## src/hw/rtl/assert_macros.svh

```systemverilog
// ---------------------------------------------------------------------------
// assert_macros.svh
// Clocked assertion macros shared by the RTL; empty when SYNTH is defined.
// ---------------------------------------------------------------------------
`ifndef ASSERT_MACROS_SVH
`define ASSERT_MACROS_SVH

`ifndef SYNTH
`define WPC_ASSERT(lbl, clk, rstn, prop) \
  lbl: assert property (@(posedge clk) disable iff (!rstn) prop) \
    else $error("assertion failed");
`define WPC_ASSERT_NEVER(lbl, clk, rstn, cond) \
  lbl: assert property (@(posedge clk) disable iff (!rstn) !(cond)) \
    else $error("forbidden condition seen");
`else
`define WPC_ASSERT(lbl, clk, rstn, prop)
`define WPC_ASSERT_NEVER(lbl, clk, rstn, cond)
`endif

`endif

```

## src/hw/rtl/wpc_pkg.sv

```systemverilog
// ---------------------------------------------------------------------------
// wpc_pkg
// Types and constants of the wheel pulse period counter.
// ---------------------------------------------------------------------------
`timescale 1ns / 1ps
`default_nettype none

package wpc_pkg;

  localparam int TS_W     = 24;
  localparam int MS_W     = 16;
  localparam int CLR_W    = 3;
  localparam int CFG_IDX_W = 3;

  localparam logic [1:0] FUNC_PULSE = 2'd0;
  localparam logic [1:0] FUNC_PRESS = 2'd1;
  localparam logic [1:0] FUNC_TICK  = 2'd2;

  localparam logic [CFG_IDX_W-1:0] REG_MIN_PERIOD   = 3'd0;
  localparam logic [CFG_IDX_W-1:0] REG_REPORT_IVL   = 3'd1;
  localparam logic [CFG_IDX_W-1:0] REG_IDLE_TIMEOUT = 3'd2;
  localparam logic [CFG_IDX_W-1:0] REG_DEBOUNCE     = 3'd3;
  localparam logic [CFG_IDX_W-1:0] REG_CLEAR_CNT    = 3'd4;

  localparam logic [MS_W-1:0]  RST_MIN_PERIOD   = 16'd180;
  localparam logic [MS_W-1:0]  RST_REPORT_IVL   = 16'd500;
  localparam logic [MS_W-1:0]  RST_IDLE_TIMEOUT = 16'd10000;
  localparam logic [MS_W-1:0]  RST_DEBOUNCE     = 16'd100;
  localparam logic [CLR_W-1:0] RST_CLEAR_CNT    = 3'd5;

  localparam logic [MS_W-1:0] PERIOD_MAX = 16'hFFFF;
  localparam int TICK_MUL   = 125;
  localparam int TICK_SHIFT = 12;

  typedef enum logic [1:0] {
    OP_PULSE,
    OP_PRESS,
    OP_TICK
  } op_e;

  typedef struct packed {
    op_e             op;
    logic [TS_W-1:0] timestamp;
    logic            reed;
  } ev_t;

  typedef struct packed {
    logic [MS_W-1:0]  min_period;
    logic [MS_W-1:0]  report_ivl;
    logic [MS_W-1:0]  idle_timeout;
    logic [MS_W-1:0]  debounce;
    logic [CLR_W-1:0] clear_cnt;
  } cfg_t;

endpackage

`default_nettype wire

```

## src/hw/rtl/wpc_queue.sv

```systemverilog
// ---------------------------------------------------------------------------
// wpc_queue
// Small FIFO of classified events between front and back end.
// ---------------------------------------------------------------------------
`timescale 1ns / 1ps
`default_nettype none

module wpc_queue #(
  parameter int DEPTH = 2
) (
  input  logic          clk_i,
  input  logic          rst_ni,
  input  logic          push_i,
  input  wpc_pkg::ev_t  push_data_i,
  input  logic          pop_i,
  output wpc_pkg::ev_t  pop_data_o,
  output logic          full_o,
  output logic          empty_o
);
  import wpc_pkg::*;

  localparam int PW = (DEPTH > 1) ? $clog2(DEPTH) : 1;
  localparam int CW = $clog2(DEPTH + 1);

  ev_t           mem_q [DEPTH];
  logic [PW-1:0] wr_ptr_q, wr_ptr_d;
  logic [PW-1:0] rd_ptr_q, rd_ptr_d;
  logic [CW-1:0] cnt_q, cnt_d;

  assign full_o     = (cnt_q == CW'(DEPTH));
  assign empty_o    = (cnt_q == '0);
  assign pop_data_o = mem_q[rd_ptr_q];

  always_comb begin
    wr_ptr_d = wr_ptr_q;
    rd_ptr_d = rd_ptr_q;
    cnt_d    = cnt_q;
    if (push_i) begin
      wr_ptr_d = (wr_ptr_q == PW'(DEPTH - 1)) ? '0 : wr_ptr_q + PW'(1);
    end
    if (pop_i) begin
      rd_ptr_d = (rd_ptr_q == PW'(DEPTH - 1)) ? '0 : rd_ptr_q + PW'(1);
    end
    if (push_i && !pop_i) begin
      cnt_d = cnt_q + CW'(1);
    end else if (!push_i && pop_i) begin
      cnt_d = cnt_q - CW'(1);
    end
  end

  always_ff @(posedge clk_i or negedge rst_ni) begin
    if (!rst_ni) begin
      wr_ptr_q <= '0;
      rd_ptr_q <= '0;
      cnt_q    <= '0;
    end else begin
      wr_ptr_q <= wr_ptr_d;
      rd_ptr_q <= rd_ptr_d;
      cnt_q    <= cnt_d;
    end
  end

  always_ff @(posedge clk_i) begin
    if (push_i) begin
      mem_q[wr_ptr_q] <= push_data_i;
    end
  end

endmodule

`default_nettype wire

```

## src/hw/rtl/wpc_front.sv

```systemverilog
// ---------------------------------------------------------------------------
// wpc_front
// Input side: takes events, decodes the event kind, drops unused kinds.
// ---------------------------------------------------------------------------
`timescale 1ns / 1ps
`default_nettype none

module wpc_front (
  input  logic                      in_valid_i,
  output logic                      in_stall_o,
  input  logic [1:0]                in_func_i,
  input  logic [wpc_pkg::TS_W-1:0]  in_timestamp_i,
  input  logic                      in_reed_closed_i,
  input  logic                      q_full_i,
  output logic                      q_push_o,
  output wpc_pkg::ev_t              q_data_o
);
  import wpc_pkg::*;

  logic keep;

  always_comb begin
    keep        = 1'b1;
    q_data_o.op = OP_PULSE;
    case (in_func_i)
      FUNC_PULSE: q_data_o.op = OP_PULSE;
      FUNC_PRESS: q_data_o.op = OP_PRESS;
      FUNC_TICK:  q_data_o.op = OP_TICK;
      default:    keep = 1'b0;
    endcase
    q_data_o.timestamp = in_timestamp_i;
    q_data_o.reed      = in_reed_closed_i;
  end

  assign in_stall_o = q_full_i;
  assign q_push_o   = in_valid_i && !q_full_i && keep;

endmodule

`default_nettype wire

```

## src/hw/rtl/wpc_back.sv

```systemverilog
// ---------------------------------------------------------------------------
// wpc_back
// Execution side: elapsed times, counters, report decisions, result register.
// ---------------------------------------------------------------------------
`timescale 1ns / 1ps
`default_nettype none
`include "assert_macros.svh"

module wpc_back #(
  parameter int TIME_BITS = 24
) (
  input  logic                      clk_i,
  input  logic                      rst_ni,
  input  wpc_pkg::cfg_t             cfg_i,
  input  logic                      ev_avail_i,
  input  wpc_pkg::ev_t              ev_i,
  output logic                      ev_pop_o,
  output logic                      out_valid_o,
  input  logic                      out_stall_i,
  output logic [wpc_pkg::TS_W-1:0]  out_revolutions_o,
  output logic [wpc_pkg::MS_W-1:0]  out_period_ms_o,
  output logic                      out_is_timeout_o
);
  import wpc_pkg::*;

  localparam int PROD_W = TIME_BITS + 7;
  localparam int EMS_W  = PROD_W - TICK_SHIFT;
  localparam int CMP_W  = (EMS_W > MS_W) ? EMS_W : MS_W;

  function automatic logic [CMP_W-1:0] elapsed_ms(input logic [TIME_BITS-1:0] now,
                                                  input logic [TIME_BITS-1:0] then_t);
    logic [TIME_BITS-1:0] ticks;
    logic [PROD_W-1:0]    prod;
    ticks = now - then_t;
    prod  = PROD_W'(ticks) * PROD_W'(TICK_MUL);
    return CMP_W'(prod[PROD_W-1:TICK_SHIFT]);
  endfunction

  logic [TIME_BITS-1:0] last_pulse_q, last_pulse_d;
  logic [TIME_BITS-1:0] last_report_q, last_report_d;
  logic [TIME_BITS-1:0] last_press_q, last_press_d;
  logic [TS_W-1:0]      revs_q, revs_d;
  logic [CLR_W-1:0]     run_q, run_d;
  logic                 armed_q, armed_d;
  logic                 out_valid_q, out_valid_d;
  logic [TS_W-1:0]      out_revs_q, out_revs_d;
  logic [MS_W-1:0]      out_period_q, out_period_d;
  logic                 out_tmo_q, out_tmo_d;

  logic [TIME_BITS-1:0] now;
  logic [CMP_W-1:0]     pulse_ms, report_ms, press_ms;
  logic [CLR_W-1:0]     run_inc;
  logic                 fire;

  assign now       = TIME_BITS'({{(32 - TS_W){1'b0}}, ev_i.timestamp});
  assign pulse_ms  = elapsed_ms(now, last_pulse_q);
  assign report_ms = elapsed_ms(now, last_report_q);
  assign press_ms  = elapsed_ms(now, last_press_q);
  assign run_inc   = run_q + CLR_W'(1);
  assign ev_pop_o  = ev_avail_i && (!out_valid_q || !out_stall_i);

  always_comb begin
    last_pulse_d  = last_pulse_q;
    last_report_d = last_report_q;
    last_press_d  = last_press_q;
    revs_d        = revs_q;
    run_d         = run_q;
    armed_d       = armed_q;
    fire          = 1'b0;
    out_revs_d    = out_revs_q;
    out_period_d  = out_period_q;
    out_tmo_d     = out_tmo_q;
    if (ev_pop_o) begin
      case (ev_i.op)
        OP_PULSE: begin
          if (pulse_ms >= CMP_W'(cfg_i.min_period)) begin
            last_pulse_d = now;
            revs_d       = revs_q + TS_W'(1);
            if (report_ms >= CMP_W'(cfg_i.report_ivl)) begin
              last_report_d = now;
              armed_d       = 1'b1;
              fire          = 1'b1;
              out_revs_d    = revs_q + TS_W'(1);
              out_period_d  = (pulse_ms > CMP_W'(PERIOD_MAX)) ? PERIOD_MAX
                                                              : pulse_ms[MS_W-1:0];
              out_tmo_d     = 1'b0;
            end
          end
        end
        OP_PRESS: begin
          if (press_ms >= CMP_W'(cfg_i.debounce)) begin
            last_press_d = now;
            if (ev_i.reed) begin
              run_d = run_inc;
              if (run_inc >= cfg_i.clear_cnt) begin
                revs_d = '0;
                run_d  = '0;
              end
            end else begin
              run_d = '0;
            end
          end
        end
        OP_TICK: begin
          if (armed_q && (report_ms >= CMP_W'(cfg_i.idle_timeout))) begin
            armed_d      = 1'b0;
            fire         = 1'b1;
            out_revs_d   = revs_q;
            out_period_d = '0;
            out_tmo_d    = 1'b1;
          end
        end
        default: ;
      endcase
    end
    out_valid_d = ev_pop_o ? fire : (out_valid_q && out_stall_i);
  end

  always_ff @(posedge clk_i or negedge rst_ni) begin
    if (!rst_ni) begin
      last_pulse_q  <= '0;
      last_report_q <= '0;
      last_press_q  <= '0;
      revs_q        <= '0;
      run_q         <= '0;
      armed_q       <= 1'b1;
      out_valid_q   <= 1'b0;
    end else begin
      last_pulse_q  <= last_pulse_d;
      last_report_q <= last_report_d;
      last_press_q  <= last_press_d;
      revs_q        <= revs_d;
      run_q         <= run_d;
      armed_q       <= armed_d;
      out_valid_q   <= out_valid_d;
    end
  end

  always_ff @(posedge clk_i) begin
    out_revs_q   <= out_revs_d;
    out_period_q <= out_period_d;
    out_tmo_q    <= out_tmo_d;
  end

  assign out_valid_o       = out_valid_q;
  assign out_revolutions_o = out_revs_q;
  assign out_period_ms_o   = out_period_q;
  assign out_is_timeout_o  = out_tmo_q;

  `WPC_ASSERT(a_tmo_period_zero, clk_i, rst_ni, (out_valid_q && out_tmo_q) |-> (out_period_q == '0))
  `WPC_ASSERT(a_tick_fire_disarms, clk_i, rst_ni, (ev_pop_o && (ev_i.op == OP_TICK) && fire) |=> !armed_q)
  `WPC_ASSERT_NEVER(a_tick_fire_unarmed, clk_i, rst_ni, ev_pop_o && (ev_i.op == OP_TICK) && fire && !armed_q)
  `WPC_ASSERT(a_pulse_fire_arms, clk_i, rst_ni, (ev_pop_o && (ev_i.op == OP_PULSE) && fire) |=> (armed_q && out_valid_q && !out_tmo_q))

endmodule

`default_nettype wire

```

## src/hw/rtl/wheel_pulse_period_counter.sv

```systemverilog
// ---------------------------------------------------------------------------
// wheel_pulse_period_counter
// Pulse-period tachometer with debounced clear button, on timestamped events.
// ---------------------------------------------------------------------------
//  channel | signals                                   | dir
//  --------+-------------------------------------------+-----
//  in      | in_valid_i/in_stall_o, func, timestamp,   | in
//          | reed_closed                               |
//  out     | out_valid_o/out_stall_i, revolutions,     | out
//          | period_ms, is_timeout                     |
//  cfg     | cfg_we_i, cfg_idx_i, cfg_data_i           | in
//
//  One event per cycle sustained while the output is not stalled; the back end
//  decides each event combinationally (wrapped subtract, multiply by 125,
//  compare) and registers the result on the edge that takes the event out of
//  the queue, so a result is held first in the queue, then in the output register.
//  Reset is asynchronous, active low, and loads the register defaults.
//  The queue of QUEUE_DEPTH events lets input transfers continue while a result
//  waits; in_stall_o rises only when the queue is full.
// ---------------------------------------------------------------------------
`timescale 1ns / 1ps
`default_nettype none

module wheel_pulse_period_counter #(
  parameter int TIME_BITS   = 24,
  parameter int QUEUE_DEPTH = 2
) (
  input  logic                          clk_i,
  input  logic                          rst_ni,
  input  logic                          in_valid_i,
  output logic                          in_stall_o,
  input  logic [1:0]                    in_func_i,
  input  logic [wpc_pkg::TS_W-1:0]      in_timestamp_i,
  input  logic                          in_reed_closed_i,
  output logic                          out_valid_o,
  input  logic                          out_stall_i,
  output logic [wpc_pkg::TS_W-1:0]      out_revolutions_o,
  output logic [wpc_pkg::MS_W-1:0]      out_period_ms_o,
  output logic                          out_is_timeout_o,
  input  logic                          cfg_we_i,
  input  logic [wpc_pkg::CFG_IDX_W-1:0] cfg_idx_i,
  input  logic [wpc_pkg::MS_W-1:0]      cfg_data_i
);
  import wpc_pkg::*;

  cfg_t cfg_q, cfg_d;
  ev_t  push_data, pop_data;
  logic push, pop, q_full, q_empty;

  always_comb begin
    cfg_d = cfg_q;
    if (cfg_we_i) begin
      case (cfg_idx_i)
        REG_MIN_PERIOD:   cfg_d.min_period   = cfg_data_i;
        REG_REPORT_IVL:   cfg_d.report_ivl   = cfg_data_i;
        REG_IDLE_TIMEOUT: cfg_d.idle_timeout = cfg_data_i;
        REG_DEBOUNCE:     cfg_d.debounce     = cfg_data_i;
        REG_CLEAR_CNT:    cfg_d.clear_cnt    = cfg_data_i[CLR_W-1:0];
        default: ;
      endcase
    end
  end

  always_ff @(posedge clk_i or negedge rst_ni) begin
    if (!rst_ni) begin
      cfg_q.min_period   <= RST_MIN_PERIOD;
      cfg_q.report_ivl   <= RST_REPORT_IVL;
      cfg_q.idle_timeout <= RST_IDLE_TIMEOUT;
      cfg_q.debounce     <= RST_DEBOUNCE;
      cfg_q.clear_cnt    <= RST_CLEAR_CNT;
    end else begin
      cfg_q <= cfg_d;
    end
  end

  wpc_front u_front (
    .in_valid_i       (in_valid_i),
    .in_stall_o       (in_stall_o),
    .in_func_i        (in_func_i),
    .in_timestamp_i   (in_timestamp_i),
    .in_reed_closed_i (in_reed_closed_i),
    .q_full_i         (q_full),
    .q_push_o         (push),
    .q_data_o         (push_data)
  );

  wpc_queue #(
    .DEPTH (QUEUE_DEPTH)
  ) u_queue (
    .clk_i       (clk_i),
    .rst_ni      (rst_ni),
    .push_i      (push),
    .push_data_i (push_data),
    .pop_i       (pop),
    .pop_data_o  (pop_data),
    .full_o      (q_full),
    .empty_o     (q_empty)
  );

  wpc_back #(
    .TIME_BITS (TIME_BITS)
  ) u_back (
    .clk_i             (clk_i),
    .rst_ni            (rst_ni),
    .cfg_i             (cfg_q),
    .ev_avail_i        (!q_empty),
    .ev_i              (pop_data),
    .ev_pop_o          (pop),
    .out_valid_o       (out_valid_o),
    .out_stall_i       (out_stall_i),
    .out_revolutions_o (out_revolutions_o),
    .out_period_ms_o   (out_period_ms_o),
    .out_is_timeout_o  (out_is_timeout_o)
  );

endmodule

`default_nettype wire

```

## config.mk

```make
export PLATFORM = sky130hd
export DESIGN_NAME = wheel_pulse_period_counter
export DESIGN_NICKNAME = d
export VERILOG_FILES = /design/src/hw/rtl/wpc_pkg.sv /design/src/hw/rtl/wpc_queue.sv /design/src/hw/rtl/wpc_front.sv /design/src/hw/rtl/wpc_back.sv /design/src/hw/rtl/wheel_pulse_period_counter.sv
export VERILOG_INCLUDE_DIRS = /design/src /design/src/hw/rtl
export SDC_FILE = /design/constraint.sdc
export NUM_CORES = 1
export LEC_CHECK = 0
export BUFFER_PORTS_ARGS = -buffer_cell sky130_fd_sc_hd__buf_2
export CORE_AREA = 2 2 175 263
export CTS_BUF_LIST = sky130_fd_sc_hd__clkbuf_8 sky130_fd_sc_hd__clkbuf_16
export DETAILED_ROUTE_END_ITERATION = 8
export DIE_AREA = 0 0 177 265
export GPL_TIMING_DRIVEN = 0
export PLACE_DENSITY = 0.74
export REMOVE_ABC_BUFFERS = 1
export SYNTH_ARGS = -nofsm -noshare
export SYNTH_HDL_FRONTEND = slang
export SYNTH_SLANG_ARGS = --single-unit
```

## constraint.sdc

```tcl
create_clock -name clk_i -period 22.3 [get_ports clk_i]
set_input_delay 2.23 -clock clk_i [delete_from_list [all_inputs] [get_ports clk_i]]
set_output_delay 2.23 -clock clk_i [all_outputs]
set_load 0.05 [all_outputs]
```

==> results of run 1 <==
==> cell usage in the layout, fill, tap and decap left out, types with 23 or more instances in the layout <==
cell,instances
nand2_1,169
a21oi_1,136
inv_1,516
o21ai_0,156
and3_1,30
mux2_2,45
dfrtp_1,150
edfxtp_1,95
nor2b_1,23
o21a_1,23
nand3_1,55
xor2_1,60
a21o_1,67
xnor2_1,125
fa_1,235
ha_1,332
clkbuf_16,29
nor2_1,127
buf_2,92
nor3_1,41
==> layout make-up <==
cell class / count / area (um2)
clock buffers: 32 / 767.0
clock inverters: 22 / 176.4
fillers: 3555 / 15890
inverters: 507 / 1903
multi-input cells: 1888 / 17220
flip-flops and latches: 267 / 7184
well taps: 582 / 728.2
repair buffers: 105 / 706.9
==> cells by family (layout without fill, tap and decap cells) <==
kind of cell / after synthesis / in the layout / synth area share
fa+ha+maj: 574 / 574 / 0.3367
buf+inv: 554 / 666 / 0.08135
compound gates: 552 / 552 / 0.1349
simple gates: 528 / 528 / 0.09414
flops: 267 / 267 / 0.2709
xor+xnor: 186 / 186 / 0.06172
mux: 48 / 48 / 0.02024
==> final timing paths <==
check                                                to  slack, ns
worst max-delay path                   u_back.revs_q[4]      10.69
worst min-delay path             u_back.last_press_q[0]       0.49
worst max register to register         u_back.revs_q[4]      10.69
worst min register to register   u_back.last_press_q[0]       0.49
max in group asynchronous       u_back.last_report_q[0]      19.72
min in group asynchronous             u_back.revs_q[13]       1.64
==> per-stage QoR <==
step | worst slack, ns | area, um2 | std cells
after detailed placement | 10.63 | 27740 | 3349
final | 10.69 | 28690 | 3403
after floorplan | 10.09 | 26260 | 2662
after CTS | 10.58 | 28690 | 3403
after global placement | 7.206 | 27460 | 3337
after global routing | 9.810 | 28690 | 3403
==> layer usage <==
layer	part of all wire	global-route usage	wire length (um)
met1	0.37	0.2873	22120
met2	0.55	0.5165	32750
met3	0.032	0.02410	1929
met4	0.045	0.1108	2662
met5	0	0	0
==> flip-flops by register name, indices dropped and copies added (netlist names) <==
name,cells
u_queue.wr_ptr_q,1
u_back.last_press_q,24
u_queue.cnt_q,2
u_queue.mem_q,54
u_back.revs_q,24
u_back.out_period_ms_o,16
u_back.last_pulse_q,24
u_back.out_valid_o,1
u_queue.rd_ptr_q,1
u_back.run_q,3
u_back.last_report_q,24
u_back.out_revolutions_o,24
cfg_q,67
u_back.armed_q,1
u_back.out_is_timeout_o,1
==> critical path: cells and delay by family (launching register included) <==
family                     cells  cell delay, ns
buffers and inverters          4            0.41
AOI/OAI and AO/OA             16            4.45
muxes                          1            0.41
xor gates and xnor gates       2            0.83
DFF                            1            0.91
and+or+nand+nor                6            1.40
adders and majority gates      8            3.08
==> flow_summary_export.csv, run 1 <==
group,metric,value,unit
timing,tightest_slew,1.345,ns
logic_synthesis,avgSynthCellArea,9.788,um2
route,drtIter0Drc,855,
final_layout,num_antenna_cells,0,
critical_path,critPathLaunch,"u_queue.rd_ptr_q",
route,routed-via-count,19310,
min_path,worstHoldStart,"u_back.last_press_q[0]",
global_route,antenna_found_initial,0,
floorplanning,die_h,265,um
placement,gp_congestion,0.9027,
logic_synthesis,synth_top_area_cell,"fa_1",
timing,period_share,0.5204,
timing,min_period,11.61,ns
logic_synthesis,synthTopCellsByArea,"fa_1, ha_1, dfrtp_1",
final_layout,nets,3416,
logic_synthesis,yosysMostFrequentCell,"inv_1",
global_route,grt_max_degree,91,
timing,finClkSkew,0.03340,ns
logic_synthesis,synthFlopType,"dfrtp_1",
placement,numPortBuffers,93,
timing,hold_violations,0,
floorplanning,die_area,0.04691,mm2
critical_path,crit_arrival,12.13,ns
cts,cts_made_buffers,29,
critical_path,critPathCaptureType,"flip-flop",
cts,worstSkewPairLatency,0.59,ns
logic_synthesis,synth_cell_types,82,
timing,final_max_slew_viol_count,0,
logic_synthesis,ys_async_sr_fraction,0.6442,
critical_path,startpoint_type,"flip-flop",
global_route,grt_first_pass_wirelength,99.64,mm
timing,hold_slack,0.4916,ns
critical_path,critPathRequiredTime,22.82,ns
logic_synthesis,ys_warn_count,0,
route,wl_per_cell,17.47,um
timing,setup_violations,0,
placement,hpwl,48.10,mm
flow_run,max_cap_violations,0,
cts,cts.clk_slew.worst_paths,0.06,ns
final_layout,drive_above_1_share,0.09075,
timing,max_freq,0.08617,GHz
logic_synthesis,synthTopCellsByCount,"inv_1, ha_1, fa_1",
cts,cts_hold_buf,0,
global_route,grt_pass1_vias,21060,
floorplanning,start_util,0.5949,
run_status,outcome,"finished clean",
critical_path,crit_path_top_delay_cell,"dfrtp_2",
route,wl,59.46,mm
cts,root_buffer,"clkbuf_16",
route,vias_per_cell,5.674,
timing,setup_tns,0,ns
floorplanning,die_w,177,um
logic_synthesis,syn-cell-area,0.02652,mm2
final_layout,area_delta_synth_final,8.187,%
route,first_pass_iters,5,
cts,cts_tree,"built",
critical_path,rr_worst_depth,37,
global_route,grt_overflow,0,
logic_synthesis,netlist_instances,2709,
logic_synthesis,synth_edf_count,95,
timing,rsz0062_at_grt,"false",
cts,cts_resized,0,
final_layout,post-route-util,0.6436,
cts,clk_path_buf_depth,3,
logic_synthesis,ys_seq_area_frac,0.2709,
critical_path,worstReg2RegStart,"u_queue.rd_ptr_q",
floorplanning,rows,95,
global_route,grt_usage,0.2652,
floorplanning,core,0.04457,mm2
min_path,hp-class,"reg2reg",
timing,slew_headroom,0.07770,
min_path,holdPathStages,2,
route,drc,0,
route,ant_nets,0,
floorplanning,io_pins,94,
critical_path,critPathMaxFanout,34,
cts,clock_sinks,267,
logic_synthesis,synth_top_area_frac,0.1774,
cts,htreeDepth,1,
critical_path,max_stage_delay,0.91,ns
critical_path,critPathKind,"reg2reg",
cts,postCtsSetupBuffers,0,
logic_synthesis,ys_seq_elements,267,
Power of run 1 is not shown: default switching activity piles up to over one toggle a cycle in this logic, so the estimate is an artifact.
==> run 2, diff against run 1 <==
Settings changed: CORE_AREA 2 2 175 263 to 2 2 178 267, DIE_AREA 0 0 177 265 to 0 0 180 269, PLACE_DENSITY 0.74 to 0.75.
Clock period 22.3 ns to 9.7 ns, I/O delays scaled along.
==> run 2 against run 1 <==
Hold slack got worse by 0.22 ns; setup slack got worse by 11 ns; cell count rose by 3.0%; fmax rose by 22%; critical endpoint is now u_back.last_press_q[11]; largest cell class unchanged; highest routed layer unchanged.
==> flow_summary_export.csv, run 2 (synthesis gave the netlist of run 1 again) <==
group,metric,value,unit
run_status,outcome,"finished clean",
final_layout,top_regs,"cfg_q x67, u_queue.mem_q x54",
global_route,grt_pass1_vias,21450,
route,wl,66.04,mm
global_route,grt_usage,0.2639,
floorplanning,die_h,269,um
final_layout,fillers,3383,
timing,setup_tns,0,ns
timing,tightest_slew,0.9403,ns
route,wl_per_cell,18.84,um
placement,gp_congestion,0.8787,
final_layout,post-route-util,0.6700,
placement,dpl-instance-area,0.02773,mm2
critical_path,critPathMaxFanout,15,
route,drc,0,
min_path,hp-class,"in2async",
cts,root_buffer,"clkbuf_16",
critical_path,critPathKind,"reg2reg",
final_layout,nets,3506,
cts,cts.clk_slew.worst_paths,0.07,ns
critical_path,crit_arrival,10.02,ns
timing,final_max_slew_viol_count,0,
timing,setup_violations,0,
timing,period_share,0.9825,
global_route,antenna_found_initial,0,
timing,slew_headroom,0.3678,
timing,finClkSkew,0.03701,ns
final_layout,final_cell_area,0.03098,mm2
floorplanning,core,0.04624,mm2
timing,hold_violations,0,
final_layout,num_antenna_cells,0,
route,ant_nets,0,
final_layout,area_delta_synth_final,16.84,%
cts,cts_made_buffers,29,
floorplanning,io_pins,94,
cts,cts_tree,"built",
cts,htreeDepth,1,
critical_path,crit_path_top_delay_cell,"dfrtp_4",
placement,hpwl,47.60,mm
critical_path,startpoint_type,"flip-flop",
final_layout,layout_common_cells,"inv_1, ha_1, fa_1",
timing,hold_slack,0.2714,ns
floorplanning,die_area,0.04842,mm2
global_route,grt_max_degree,119,
floorplanning,rows,97,
final_layout,largest_reg_flops,67,
cts,clock_sinks,267,
floorplanning,die_w,180,um
route,routed-via-count,20130,
final_layout,largest-register,"cfg_q",
route,drtIter0Drc,1165,
critical_path,crit_top_cell,"inv_1",
cts,clk_path_buf_depth,3,
timing,max_freq,0.1049,GHz
global_route,grt_overflow,0,
floorplanning,start_util,0.5734,
final_layout,final_common_cell,"inv_1",
flow_run,max_cap_violations,0,
global_route,grt_first_pass_wirelength,103.2,mm
cts,worstSkewPairLatency,0.61,ns
critical_path,critPathRequiredTime,10.19,ns
cts,cts_hold_buf,0,
final_layout,drive_above_1_share,0.1749,
critical_path,max_stage_delay,0.57,ns
timing,min_period,9.530,ns
route,vias_per_cell,5.742,
critical_path,critPathCaptureType,"flip-flop",
route,first_pass_iters,7,
placement,numPortBuffers,93,
==> run 2: cell types whose count changed in the layout (fill, tap and decap cells not counted), moves of 19 or more <==
cell     change
buf_4       +69
xnor2_1     -36
xnor2_2     +27
a21oi_1     -24
ha_1        -21
a21oi_2     +20
xor2_1      -19
==> run 2: worst paths after layout <==
kind / depth (start not counted) / end / slack [ns] / start
worst max-delay path: 44 / u_back.last_press_q[11] / 0.17 / u_queue.rd_ptr_q
worst min-delay path: 1 / u_back.revs_q[14] / 0.27 / rst_ni
worst max register to register: 44 / u_back.last_press_q[11] / 0.17 / u_queue.rd_ptr_q
worst min register to register: 2 / u_back.run_q[1] / 0.49 / u_back.run_q[1]
max in group asynchronous: 2 / u_back.last_pulse_q[0] / 8.39 / rst_ni
min in group clk_i: 2 / u_back.run_q[1] / 0.49 / u_back.run_q[1]
==> run 2: per-stage QoR <==
step / std cells / setup WS [ns]
6_report: 3505 / 0.1696
5_1_grt: 3505 / -0.2086
4_1_cts: 3454 / 0.008682
3_5_place_dp: 3361 / -1.739
3_3_place_gp: 3349 / -5.390
2_1_floorplan: 2662 / -2.511
==> run 2: final cells by class <==
type / count / area (um2) / share of cell area
Clock buffer: 32 / 767.0 / 0.02476
Timing Repair Buffer: 191 / 1554 / 0.05016
Tap cell: 594 / 743.2 / 0.02399
Clock inverter: 22 / 257.7 / 0.008320
Sequential cell: 267 / 7187 / 0.2320
Inverter: 507 / 1908 / 0.06159
Multi-Input combinational cell: 1892 / 18560 / 0.5992
==> run 2: repair_timing <==
item                                    in CTS  in global routing
endpoints found under the setup margin     158                142
resized for setup                           94                157
buffers inserted                            31                 45
gates cloned                                 8                  6
pin swaps                                   25                 80
==> run 2: layer usage <==
metal | vias to the layer above | GRT usage | share of wire
met5 | - | 0 | 0
met4 | 0 | 0.1468 | 0.065
li1 | 9380 | - | -
met1 | 9992 | 0.2785 | 0.36
met3 | 229 | 0.02647 | 0.039
met2 | 525 | 0.5113 | 0.54
==> run 2: worst max-delay path, delay by kind of cell, from the launching register on <==
family	cells	cell delay [ns]
xor gates and xnor gates	2	0.34
adders and majority gates	8	3.11
buffers and inverters	11	1.23
AOI/OAI and AO/OA	15	3.02
and+or+nand+nor	7	0.74
DFF	1	0.57
muxes	1	0.36
Power of run 2 is left out for the same reason.
